===== config.mk =====
export PLATFORM = sky130hd
export DESIGN_NAME = i2c_master_write_engine
export DESIGN_NICKNAME = d
export VERILOG_FILES = /design/src/design/i2cw_pkg.sv /design/src/design/i2cw_regs.sv /design/src/design/i2cw_engine.sv /design/src/design/i2c_master_write_engine.sv
export SDC_FILE = /design/constraint.sdc
export NUM_CORES = 1
export LEC_CHECK = 0
export ABC_AREA = 1
export BUFFER_PORTS_ARGS = -buffer_cell sky130_fd_sc_hd__buf_2
export CAP_MARGIN = 0
export CORE_ASPECT_RATIO = 0.9
export CORE_MARGIN = 2
export CORE_UTILIZATION = 35
export CTS_CLUSTER_DIAMETER = 60
export DETAILED_ROUTE_END_ITERATION = 12
export PLACE_DENSITY = 0.69
export SLEW_MARGIN = 20
export SYNTH_ARGS = -nofsm -noshare
export SYNTH_HDL_FRONTEND = slang
export SYNTH_SLANG_ARGS = --single-unit

===== constraint.sdc =====
create_clock -name clk -period 3.95 [get_ports clk]
set_input_delay 0.5925 -clock clk [delete_from_list [all_inputs] [get_ports clk]]
set_output_delay 0.5925 -clock clk [all_outputs]
set_load 0.05 [all_outputs]

===== src/design/i2cw_pkg.sv =====
// Shared types and constants for the I2C master write engine.
// No dependencies; every other design file refers to it by scoped names.
package i2cw_pkg;

  localparam int HALF_PERIOD_BITS          = 10;
  localparam int WAIT_COUNTER_BITS_DEFAULT = 10;
  localparam int CFG_ADDR_BITS             = 3;
  localparam int CFG_DATA_BITS             = 32;

  localparam logic [HALF_PERIOD_BITS-1:0] HALF_PERIOD_RESET = 10'd24;

  // Register indexes on the configuration port.
  localparam logic [0:0] REG_HALF_PERIOD = 1'b0;

  // Input command codes.
  localparam logic CMD_TICK = 1'b0;
  localparam logic CMD_LOAD = 1'b1;

  // Transfer status codes.
  localparam logic [1:0] STATUS_NONE = 2'd0;
  localparam logic [1:0] STATUS_OK   = 2'd1;
  localparam logic [1:0] STATUS_NACK = 2'd2;

  typedef struct packed {
    logic       command;
    logic [7:0] data_byte;
    logic       first_byte;
    logic       last_byte;
    logic       sda_level;
  } cmd_t;

  typedef struct packed {
    logic       scl_level;
    logic       sda_drive;
    logic       ready_res;
    logic       byte_acked;
    logic [1:0] transfer_status;
  } rsp_t;

endpackage


===== src/design/i2cw_regs.sv =====
// APB-style configuration register file holding the half-period setting.
// Depends on i2cw_pkg for widths, the reset value and register indexes.
module i2cw_regs (
  input  logic                                 clk,
  input  logic                                 rst,
  input  logic                                 psel,
  input  logic                                 penable,
  input  logic                                 pwrite,
  input  logic [i2cw_pkg::CFG_ADDR_BITS-1:0]   paddr,
  input  logic [i2cw_pkg::CFG_DATA_BITS-1:0]   pwdata,
  output logic [i2cw_pkg::CFG_DATA_BITS-1:0]   prdata,
  output logic                                 pready,
  output logic [i2cw_pkg::HALF_PERIOD_BITS-1:0] half_period
);

  logic [0:0] reg_index;
  logic       write_en;

  // Registers sit on 32-bit word boundaries.
  assign reg_index = paddr[2:2];
  assign write_en  = psel && penable && pwrite;
  assign pready    = 1'b1;

  always_ff @(posedge clk) begin
    if (rst) begin
      half_period <= i2cw_pkg::HALF_PERIOD_RESET;
    end else if (write_en && (reg_index == i2cw_pkg::REG_HALF_PERIOD)) begin
      half_period <= pwdata[i2cw_pkg::HALF_PERIOD_BITS-1:0];
    end
  end

  always_comb begin
    prdata = '0;
    if (reg_index == i2cw_pkg::REG_HALF_PERIOD) begin
      prdata[i2cw_pkg::HALF_PERIOD_BITS-1:0] = half_period;
    end
  end

endmodule


===== src/design/i2cw_engine.sv =====
// Waveform state machine: one step per accepted item, result register behind it.
// Depends on i2cw_pkg for the command and result structs and status codes.
module i2cw_engine #(
  parameter int WAIT_COUNTER_BITS = i2cw_pkg::WAIT_COUNTER_BITS_DEFAULT
) (
  input  logic                                  clk,
  input  logic                                  rst,
  input  logic                                  accept,
  input  i2cw_pkg::cmd_t                        cmd,
  input  logic [i2cw_pkg::HALF_PERIOD_BITS-1:0] half_period,
  input  logic                                  rsp_stall,
  output logic                                  rsp_valid,
  output i2cw_pkg::rsp_t                        rsp
);

  typedef enum logic [3:0] {
    PH_IDLE     = 4'd0,
    PH_START_A  = 4'd1,
    PH_START_B  = 4'd2,
    PH_BIT_LOW  = 4'd3,
    PH_BIT_HIGH = 4'd4,
    PH_ACK_LOW  = 4'd5,
    PH_ACK_HIGH = 4'd6,
    PH_HOLD     = 4'd7,
    PH_STOP_A   = 4'd8,
    PH_STOP_B   = 4'd9,
    PH_STOP_C   = 4'd10
  } phase_t;

  localparam int W = WAIT_COUNTER_BITS;
  localparam logic [3:0] LAST_BIT  = 4'd7;
  localparam logic [3:0] ACK_INDEX = 4'd8;

  phase_t                phase, phase_next;
  logic [3:0]            bit_index, bit_index_next;
  logic [W-1:0]          wait_count, wait_count_next;
  logic [7:0]            shift_byte, shift_byte_next;
  logic                  stop_after, stop_after_next;
  logic                  aborted, aborted_next;
  i2cw_pkg::rsp_t        rsp_next;

  logic [W+i2cw_pkg::HALF_PERIOD_BITS-1:0] half_wide;
  logic [W-1:0]          limit;
  logic [W-1:0]          wait_inc;
  logic                  still_waiting;
  logic                  acked;
  logic [1:0]            status;

  // The half period is masked to the counter width; zero behaves as one tick.
  assign half_wide = {{W{1'b0}}, half_period};
  always_comb begin
    limit = half_wide[W-1:0];
    if (limit == '0) begin
      limit = {{(W-1){1'b0}}, 1'b1};
    end
  end

  assign wait_inc      = wait_count + {{(W-1){1'b0}}, 1'b1};
  assign still_waiting = (wait_inc < limit) && (wait_inc != '0);

  always_comb begin
    phase_next      = phase;
    bit_index_next  = bit_index;
    wait_count_next = wait_count;
    shift_byte_next = shift_byte;
    stop_after_next = stop_after;
    aborted_next    = aborted;
    acked           = 1'b0;
    status          = i2cw_pkg::STATUS_NONE;

    if (cmd.command == i2cw_pkg::CMD_LOAD) begin
      // A load is taken only on an idle or held bus; a continuation byte
      // needs an open transfer that has not been aborted.
      if ((phase == PH_IDLE && cmd.first_byte) ||
          (phase == PH_HOLD && (cmd.first_byte || !aborted))) begin
        shift_byte_next = cmd.data_byte;
        stop_after_next = cmd.last_byte;
        bit_index_next  = '0;
        wait_count_next = '0;
        if (cmd.first_byte) begin
          aborted_next = 1'b0;
          phase_next   = PH_START_A;
        end else begin
          phase_next   = PH_BIT_LOW;
        end
      end
    end else if (phase != PH_IDLE && phase != PH_HOLD) begin
      if (phase > PH_STOP_C) begin
        phase_next      = PH_IDLE;
        wait_count_next = '0;
      end else if (still_waiting) begin
        wait_count_next = wait_inc;
      end else begin
        wait_count_next = '0;
        unique case (phase)
          PH_START_A: phase_next = PH_START_B;
          PH_START_B: phase_next = PH_BIT_LOW;
          PH_BIT_LOW: phase_next = PH_BIT_HIGH;
          PH_BIT_HIGH: begin
            shift_byte_next = {shift_byte[6:0], 1'b0};
            if (bit_index < LAST_BIT) begin
              bit_index_next = bit_index + 4'd1;
              phase_next     = PH_BIT_LOW;
            end else begin
              bit_index_next = ACK_INDEX;
              phase_next     = PH_ACK_LOW;
            end
          end
          PH_ACK_LOW: phase_next = PH_ACK_HIGH;
          PH_ACK_HIGH: begin
            bit_index_next = '0;
            if (!cmd.sda_level) begin
              acked      = 1'b1;
              phase_next = stop_after ? PH_STOP_A : PH_HOLD;
            end else begin
              aborted_next = 1'b1;
              phase_next   = PH_STOP_A;
            end
          end
          PH_STOP_A: phase_next = PH_STOP_B;
          PH_STOP_B: phase_next = PH_STOP_C;
          default: begin
            status          = aborted ? i2cw_pkg::STATUS_NACK : i2cw_pkg::STATUS_OK;
            stop_after_next = 1'b0;
            phase_next      = PH_IDLE;
          end
        endcase
      end
    end
  end

  // Bus levels follow the phase the item leaves behind.
  always_comb begin
    rsp_next.byte_acked      = acked;
    rsp_next.transfer_status = status;
    rsp_next.ready_res       = (phase_next == PH_IDLE) || (phase_next == PH_HOLD);
    unique case (phase_next)
      PH_START_B:  begin rsp_next.scl_level = 1'b1; rsp_next.sda_drive = 1'b0; end
      PH_BIT_LOW:  begin rsp_next.scl_level = 1'b0; rsp_next.sda_drive = shift_byte_next[7]; end
      PH_BIT_HIGH: begin rsp_next.scl_level = 1'b1; rsp_next.sda_drive = shift_byte_next[7]; end
      PH_ACK_LOW:  begin rsp_next.scl_level = 1'b0; rsp_next.sda_drive = 1'b1; end
      PH_HOLD:     begin rsp_next.scl_level = 1'b0; rsp_next.sda_drive = 1'b1; end
      PH_STOP_A:   begin rsp_next.scl_level = 1'b0; rsp_next.sda_drive = 1'b0; end
      PH_STOP_B:   begin rsp_next.scl_level = 1'b1; rsp_next.sda_drive = 1'b0; end
      default:     begin rsp_next.scl_level = 1'b1; rsp_next.sda_drive = 1'b1; end
    endcase
  end

  always_ff @(posedge clk) begin
    if (rst) begin
      phase      <= PH_IDLE;
      bit_index  <= '0;
      wait_count <= '0;
      shift_byte <= '0;
      stop_after <= 1'b0;
      aborted    <= 1'b0;
      rsp_valid  <= 1'b0;
    end else begin
      if (accept) begin
        phase      <= phase_next;
        bit_index  <= bit_index_next;
        wait_count <= wait_count_next;
        shift_byte <= shift_byte_next;
        stop_after <= stop_after_next;
        aborted    <= aborted_next;
        rsp        <= rsp_next;
        rsp_valid  <= 1'b1;
      end else if (!rsp_stall) begin
        rsp_valid  <= 1'b0;
      end
    end
  end

endmodule


===== src/design/i2c_master_write_engine.sv =====
// Results are registered and show in the cycle after the item is accepted.
// Throughput: one item per cycle while no result is stalled; the result
// register frees as it is taken, so a new item is taken in the cycle the
// previous result transfers. Reset (synchronous, rst high): engine idle,
// no result pending, half period back to 24 ticks.
module i2c_master_write_engine #(
  parameter int WAIT_COUNTER_BITS = i2cw_pkg::WAIT_COUNTER_BITS_DEFAULT
) (
  input  logic                               clk,
  input  logic                               rst,
  input  logic                               cmd_valid,
  output logic                               cmd_stall,
  input  i2cw_pkg::cmd_t                     cmd,
  output logic                               rsp_valid,
  input  logic                               rsp_stall,
  output i2cw_pkg::rsp_t                     rsp,
  input  logic                               psel,
  input  logic                               penable,
  input  logic                               pwrite,
  input  logic [i2cw_pkg::CFG_ADDR_BITS-1:0] paddr,
  input  logic [i2cw_pkg::CFG_DATA_BITS-1:0] pwdata,
  output logic [i2cw_pkg::CFG_DATA_BITS-1:0] prdata,
  output logic                               pready
);

  logic [i2cw_pkg::HALF_PERIOD_BITS-1:0] half_period;
  logic                                  accept;

  // Stall only while a result is held and the far side is not taking it.
  assign cmd_stall = rsp_valid && rsp_stall;
  assign accept    = cmd_valid && !cmd_stall;

  i2cw_regs u_regs (
    .clk         (clk),
    .rst         (rst),
    .psel        (psel),
    .penable     (penable),
    .pwrite      (pwrite),
    .paddr       (paddr),
    .pwdata      (pwdata),
    .prdata      (prdata),
    .pready      (pready),
    .half_period (half_period)
  );

  i2cw_engine #(
    .WAIT_COUNTER_BITS (WAIT_COUNTER_BITS)
  ) u_engine (
    .clk         (clk),
    .rst         (rst),
    .accept      (accept),
    .cmd         (cmd),
    .half_period (half_period),
    .rsp_stall   (rsp_stall),
    .rsp_valid   (rsp_valid),
    .rsp         (rsp)
  );

endmodule


==> tab_implementation.tex <==
\begin{tabular}{lr}
\hline
Metric & Value \\
\hline
\multicolumn{2}{l}{\textbf{CTS}} \\
\quad TritonCTS buffer count & 5 \\
\quad TritonCTS clock tree & done \\
\quad Number of gates resized after cts & 0 \\
\quad Number of post-CTS setup repair buffers & 0 \\
\quad Maximum root-to-sink buffer count & 2 \\
\quad Hold-fix buffer count after cts & 0 \\
\quad Htree depth & 2 \\
\quad Worst-Skew Late Latency & 0.30 ns \\
\quad CTS clock-pin slew for the worst setup and hold paths & $\sim$0.09 ns \\
\quad Clock sinks & 45 \\
\quad Root buf cell & sky130\_fd\_sc\_hd\_\_clkbuf\_8 \\
\multicolumn{2}{l}{\textbf{Layout}} \\
\quad Number of nets in the final layout & roughly 560 \\
\quad Post-route core utilization & approximately 40\% \\
\quad Post-route cell area & 3420 sq um \\
\quad Fraction of layout cells with a size suffix above 1 & between 15 and 20\% \\
\quad Fillers & roughly 920 \\
\quad Antenna diode count & 0 \\
\quad Growth of design area from synthesis to finish & 10.78\% \\
\multicolumn{2}{l}{\textbf{Detailed routing}} \\
\quad Total Routed Length & 7289 um \\
\quad Number of violations reported at the end of detailed-routing iteration 0 & 179 \\
\quad Final antenna-violating net count & 0 \\
\quad Via density per instance & about 4.8 \\
\quad WL/cell & approximately 12 um \\
\quad Detailed-route via count & 2955 \\
\quad Detailed-routing iteration count for the pre-antenna-repair pass & 6 \\
\quad DRC viols & 0 \\
\multicolumn{2}{l}{\textbf{Global route}} \\
\quad Via count of the first global-routing pass & around 2700 \\
\quad First-pass GRT wire length & roughly 12000 um \\
\quad Global Route Usage Sum & between 15 and 20\% \\
\quad GRT overflow & 0 \\
\quad Antenna violations before repair & 0 \\
\quad Maximum number of pins on one net before global-route repair & 29 \\
\multicolumn{2}{l}{\textbf{STA}} \\
\quad Fmax & between 0.2 and 0.3 GHz \\
\quad Hold WS & between 0.4 and 0.5 ns \\
\quad Final critical-path share of the clock period & between 80\% and 90\% \\
\quad Final Setup Violations & 0 \\
\quad Final max-slew violation count & 0 \\
\quad Maximum clock skew at final layout & between 0.003 and 0.004 ns \\
\quad Final Critical Period & between 3 and 4 ns \\
\quad Setup\_tns & 0 ns \\
\quad Final hold violation count & 0 \\
\quad Transition time at the pin with the least slew margin & around 0.58 ns \\
\quad RSZ-0062 raised after global routing & false \\
\quad Slew HR & 61.30\% \\
\multicolumn{2}{l}{\textbf{Logic synthesis}} \\
\quad Synth top cells by count & 80 x sky130\_fd\_sc\_hd\_\_nand2\_1, 62 x sky130\_fd\_sc\_hd\_\_inv\_1, 53 x sky130\_fd\_sc\_hd\_\_nor2\_1, 39 x sky130\_fd\_sc\_hd\_\_dfxtp\_1, 36 x sky130\_fd\_sc\_hd\_\_a21oi\_1 \\
\quad Count leader, synth & sky130\_fd\_sc\_hd\_\_nand2\_1 \\
\quad Fraction of post-synthesis cell area in the top cell type by area & about a quarter \\
\quad Xor/xnor share of the synthesized area & about 1.3\% \\
\quad Number of enable flip-flop cells after synthesis & 6 \\
\quad Synthesized-area fraction occupied by ao, oa, aoi and oai cells & 17.84\% \\
\quad Total standard cell area after synthesis & 3087 sq um \\
\quad Cell taking the most area after synthesis & sky130\_fd\_sc\_hd\_\_dfxtp\_1 \\
\quad Yosys warning total & 0 \\
\quad Share of flip-flops with an asynchronous set or reset after synthesis & 0\% \\
\quad Sequential cell area fraction in the yosys report & 31.13\% \\
\quad Instance count of the mapped netlist & approximately 460 \\
\quad Largest family of logic cells by synthesized area & simple AND/OR/NAND/NOR gates \\
\quad Flip-flop cell with the highest count after synthesis & sky130\_fd\_sc\_hd\_\_dfxtp\_1 \\
\quad Yosys reg bits & 45 \\
\quad Ranking of synthesized cells by area & sky130\_fd\_sc\_hd\_\_dfxtp\_1 25\%, sky130\_fd\_sc\_hd\_\_nand2\_1 9.7\%, sky130\_fd\_sc\_hd\_\_inv\_1 7.5\%, sky130\_fd\_sc\_hd\_\_nor2\_1 6.4\%, sky130\_fd\_sc\_hd\_\_a21oi\_1 5.8\% \\
\quad Mux cell area share after synthesis & 0\% \\
\quad Simple-gate share of the synthesized area & between 20\% and 30\% \\
\quad Share of synthesized cell area in full adder, half adder and majority cells & $\sim$4.5\% \\
\quad Syn Area/Cell & slightly below 7 sq um \\
\quad Post-synthesis cell type count & 39 \\
\multicolumn{2}{l}{\textbf{Outcome}} \\
\quad Outcome & complete, no violations \\
\multicolumn{2}{l}{\textbf{Critical path}} \\
\quad Element type at the critical path start & flip-flop \\
\quad Type of the setup path with the least slack & flip-flop to flip-flop \\
\quad Endpoint required time on the critical path & $\sim$4.0 ns \\
\quad Data arrival, critical path & about 3.6 ns \\
\quad Element type at the critical path end & flip-flop \\
\quad Highest fanout seen on the critical path & 11 \\
\multicolumn{2}{l}{\textbf{Power and ir drop}} \\
\quad Pwr Density & slightly below 300 nW/um\^{}2 \\
\quad Peak supply drop & around 0.12 mV \\
\quad Total Power Consumption & slightly above 1 mW \\
\quad Static leakage & 1.581 nW \\
\multicolumn{2}{l}{\textbf{Placement}} \\
\quad Port Buffers & 47 \\
\quad Routability Congestion & $\sim$0.91 \\
\quad Placed cell area & 3321 sq um \\
\quad Detail Placement HPWL & 5598 um \\
\multicolumn{2}{l}{\textbf{Die}} \\
\quad I/O pin count & 95 \\
\quad Effective utilization at floorplan & a little over a third \\
\quad Horizontal extent of the die & a little over 100 um \\
\quad Number of rows in the core area & 32 \\
\quad Die H & 93.09 um \\
\quad Full die area & around 9600 sq um \\
\quad Core area & 8568 sq um \\
\multicolumn{2}{l}{\textbf{Flow run}} \\
\quad Total of max-cap violations & 0 \\
\multicolumn{2}{l}{\textbf{Worst hold path}} \\
\quad Hold crit path type & flip-flop to flip-flop \\
\hline
\end{tabular}
-- metrics by stage --
stage / instances / worst slack (ns)
2_1_floorplan: 476 / 1.014
3_3_place_gp: 608 / 0.5557
3_5_place_dp: 608 / 0.4718
4_1_cts: 615 / 0.4411
5_1_grt: 615 / 0.08212
6_report: 615 / 0.4110
-- critical path: stages, from the launching register on --
cell and delay [ns]:
sky130_fd_sc_hd__dfxtp_1 0.43, sky130_fd_sc_hd__ha_1 0.24, sky130_fd_sc_hd__nand3_1 0.15, sky130_fd_sc_hd__inv_1 0.13, sky130_fd_sc_hd__nand2_1 0.06, sky130_fd_sc_hd__nand2_1 0.07
sky130_fd_sc_hd__nand2_1 0.10, sky130_fd_sc_hd__ha_1 0.30, sky130_fd_sc_hd__nand2_1 0.09, sky130_fd_sc_hd__o21ai_0 0.09, sky130_fd_sc_hd__a21oi_1 0.40, sky130_fd_sc_hd__nand3_2 0.32
sky130_fd_sc_hd__nand2_1 0.17, sky130_fd_sc_hd__nand3_1 0.09, sky130_fd_sc_hd__nand2_1 0.12, sky130_fd_sc_hd__nand2_2 0.10, sky130_fd_sc_hd__a21oi_4 0.17, sky130_fd_sc_hd__nand2_1 0.09
sky130_fd_sc_hd__and3_1 0.19
-- logic make-up (layout without fill, tap and decap cells) --
logic type      after synthesis  after routing
simple gates                200            200
buf+inv                     101            121
compound gates               93             93
flops                        45             45
fa+ha+maj                    11             11
xor+xnor                      3              3
other cells                   2             23
-- layout by cell type, fill, tap and decap left out, types with 2 or more instances in the layout --
master | synthesis | final
sky130_fd_sc_hd__nand2_1 | 80 | 80
sky130_fd_sc_hd__inv_1 | 62 | 62
sky130_fd_sc_hd__nor2_1 | 53 | 53
sky130_fd_sc_hd__buf_2 | 0 | 47
sky130_fd_sc_hd__dfxtp_1 | 39 | 39
sky130_fd_sc_hd__a21oi_1 | 36 | 36
sky130_fd_sc_hd__o21ai_0 | 31 | 31
sky130_fd_sc_hd__conb_1 | 2 | 23
sky130_fd_sc_hd__nand3_1 | 21 | 21
sky130_fd_sc_hd__a211oi_1 | 14 | 14
sky130_fd_sc_hd__nor3_1 | 13 | 13
sky130_fd_sc_hd__ha_1 | 11 | 11
sky130_fd_sc_hd__nand4_1 | 8 | 8
sky130_fd_sc_hd__nor2_2 | 7 | 7
sky130_fd_sc_hd__edfxtp_1 | 6 | 6
sky130_fd_sc_hd__clkbuf_8 | 0 | 5
sky130_fd_sc_hd__nand2_2 | 4 | 4
sky130_fd_sc_hd__nand3_2 | 4 | 4
sky130_fd_sc_hd__nor4_1 | 3 | 3
sky130_fd_sc_hd__clkinv_1 | 3 | 3
sky130_fd_sc_hd__o21bai_1 | 2 | 2
sky130_fd_sc_hd__inv_2 | 2 | 2
sky130_fd_sc_hd__a21oi_4 | 2 | 2
sky130_fd_sc_hd__and3_1 | 2 | 2
sky130_fd_sc_hd__o211ai_1 | 2 | 2
sky130_fd_sc_hd__nor2_4 | 2 | 2
sky130_fd_sc_hd__a31oi_1 | 2 | 2
-- path summary, 6_finish.rpt --
kind	slack, ns	cells past startpoint	start	to
worst max-delay path	0.41	18	u_engine.wait_count[0]	u_engine.rsp[5]
worst min register to register	0.47	2	u_engine.bit_index[3]	u_engine.bit_index[3]
worst min-delay path	0.47	2	u_engine.bit_index[3]	u_engine.bit_index[3]
worst max register to register	0.41	18	u_engine.wait_count[0]	u_engine.rsp[5]
-- metal layers --
metal  vias to the layer above  track usage [%]  share of wire (%)
met1                      1330            23.19                 50
met3                         8            1.868                5.0
li1                       1528                -                  -
met4                         0            4.167                1.0
met5                         -                0                  0
met2                        89            24.68                 44
-- flip-flops by register name (all words and copies together), names as in the netlist --
name	flops
u_engine.bit_index	4
u_engine.wait_count	10
u_engine.rsp	6
u_engine.shift_byte	8
u_engine.rsp_valid	1
u_engine.phase	4
u_engine.aborted	1
u_engine.stop_after	1
u_regs.half_period	10
-- layout make-up --
cell class / count / area, sq um / area share (%)
tap: 119 / 148.9 / 4.354
clock buffer: 6 / 93.84 / 2.744
sequential: 45 / 960.9 / 28.10
multi-input combinational: 330 / 1724 / 50.42
inverter: 67 / 251.5 / 7.355
timing repair buffer: 47 / 235.2 / 6.879
clock inverter: 1 / 5.005 / 0.1464
-- report_power, final --
group	internal [mW]	leakage, nW	total [mW]	switching [mW]
Combinational	0.0460	1.16	0.203	0.157
Clock	0.159	0.0522	0.320	0.161
Sequential	0.477	0.371	0.485	0.00801
Total	0.682	1.58	1.01	0.327
Power figures use the tool's default switching activity.
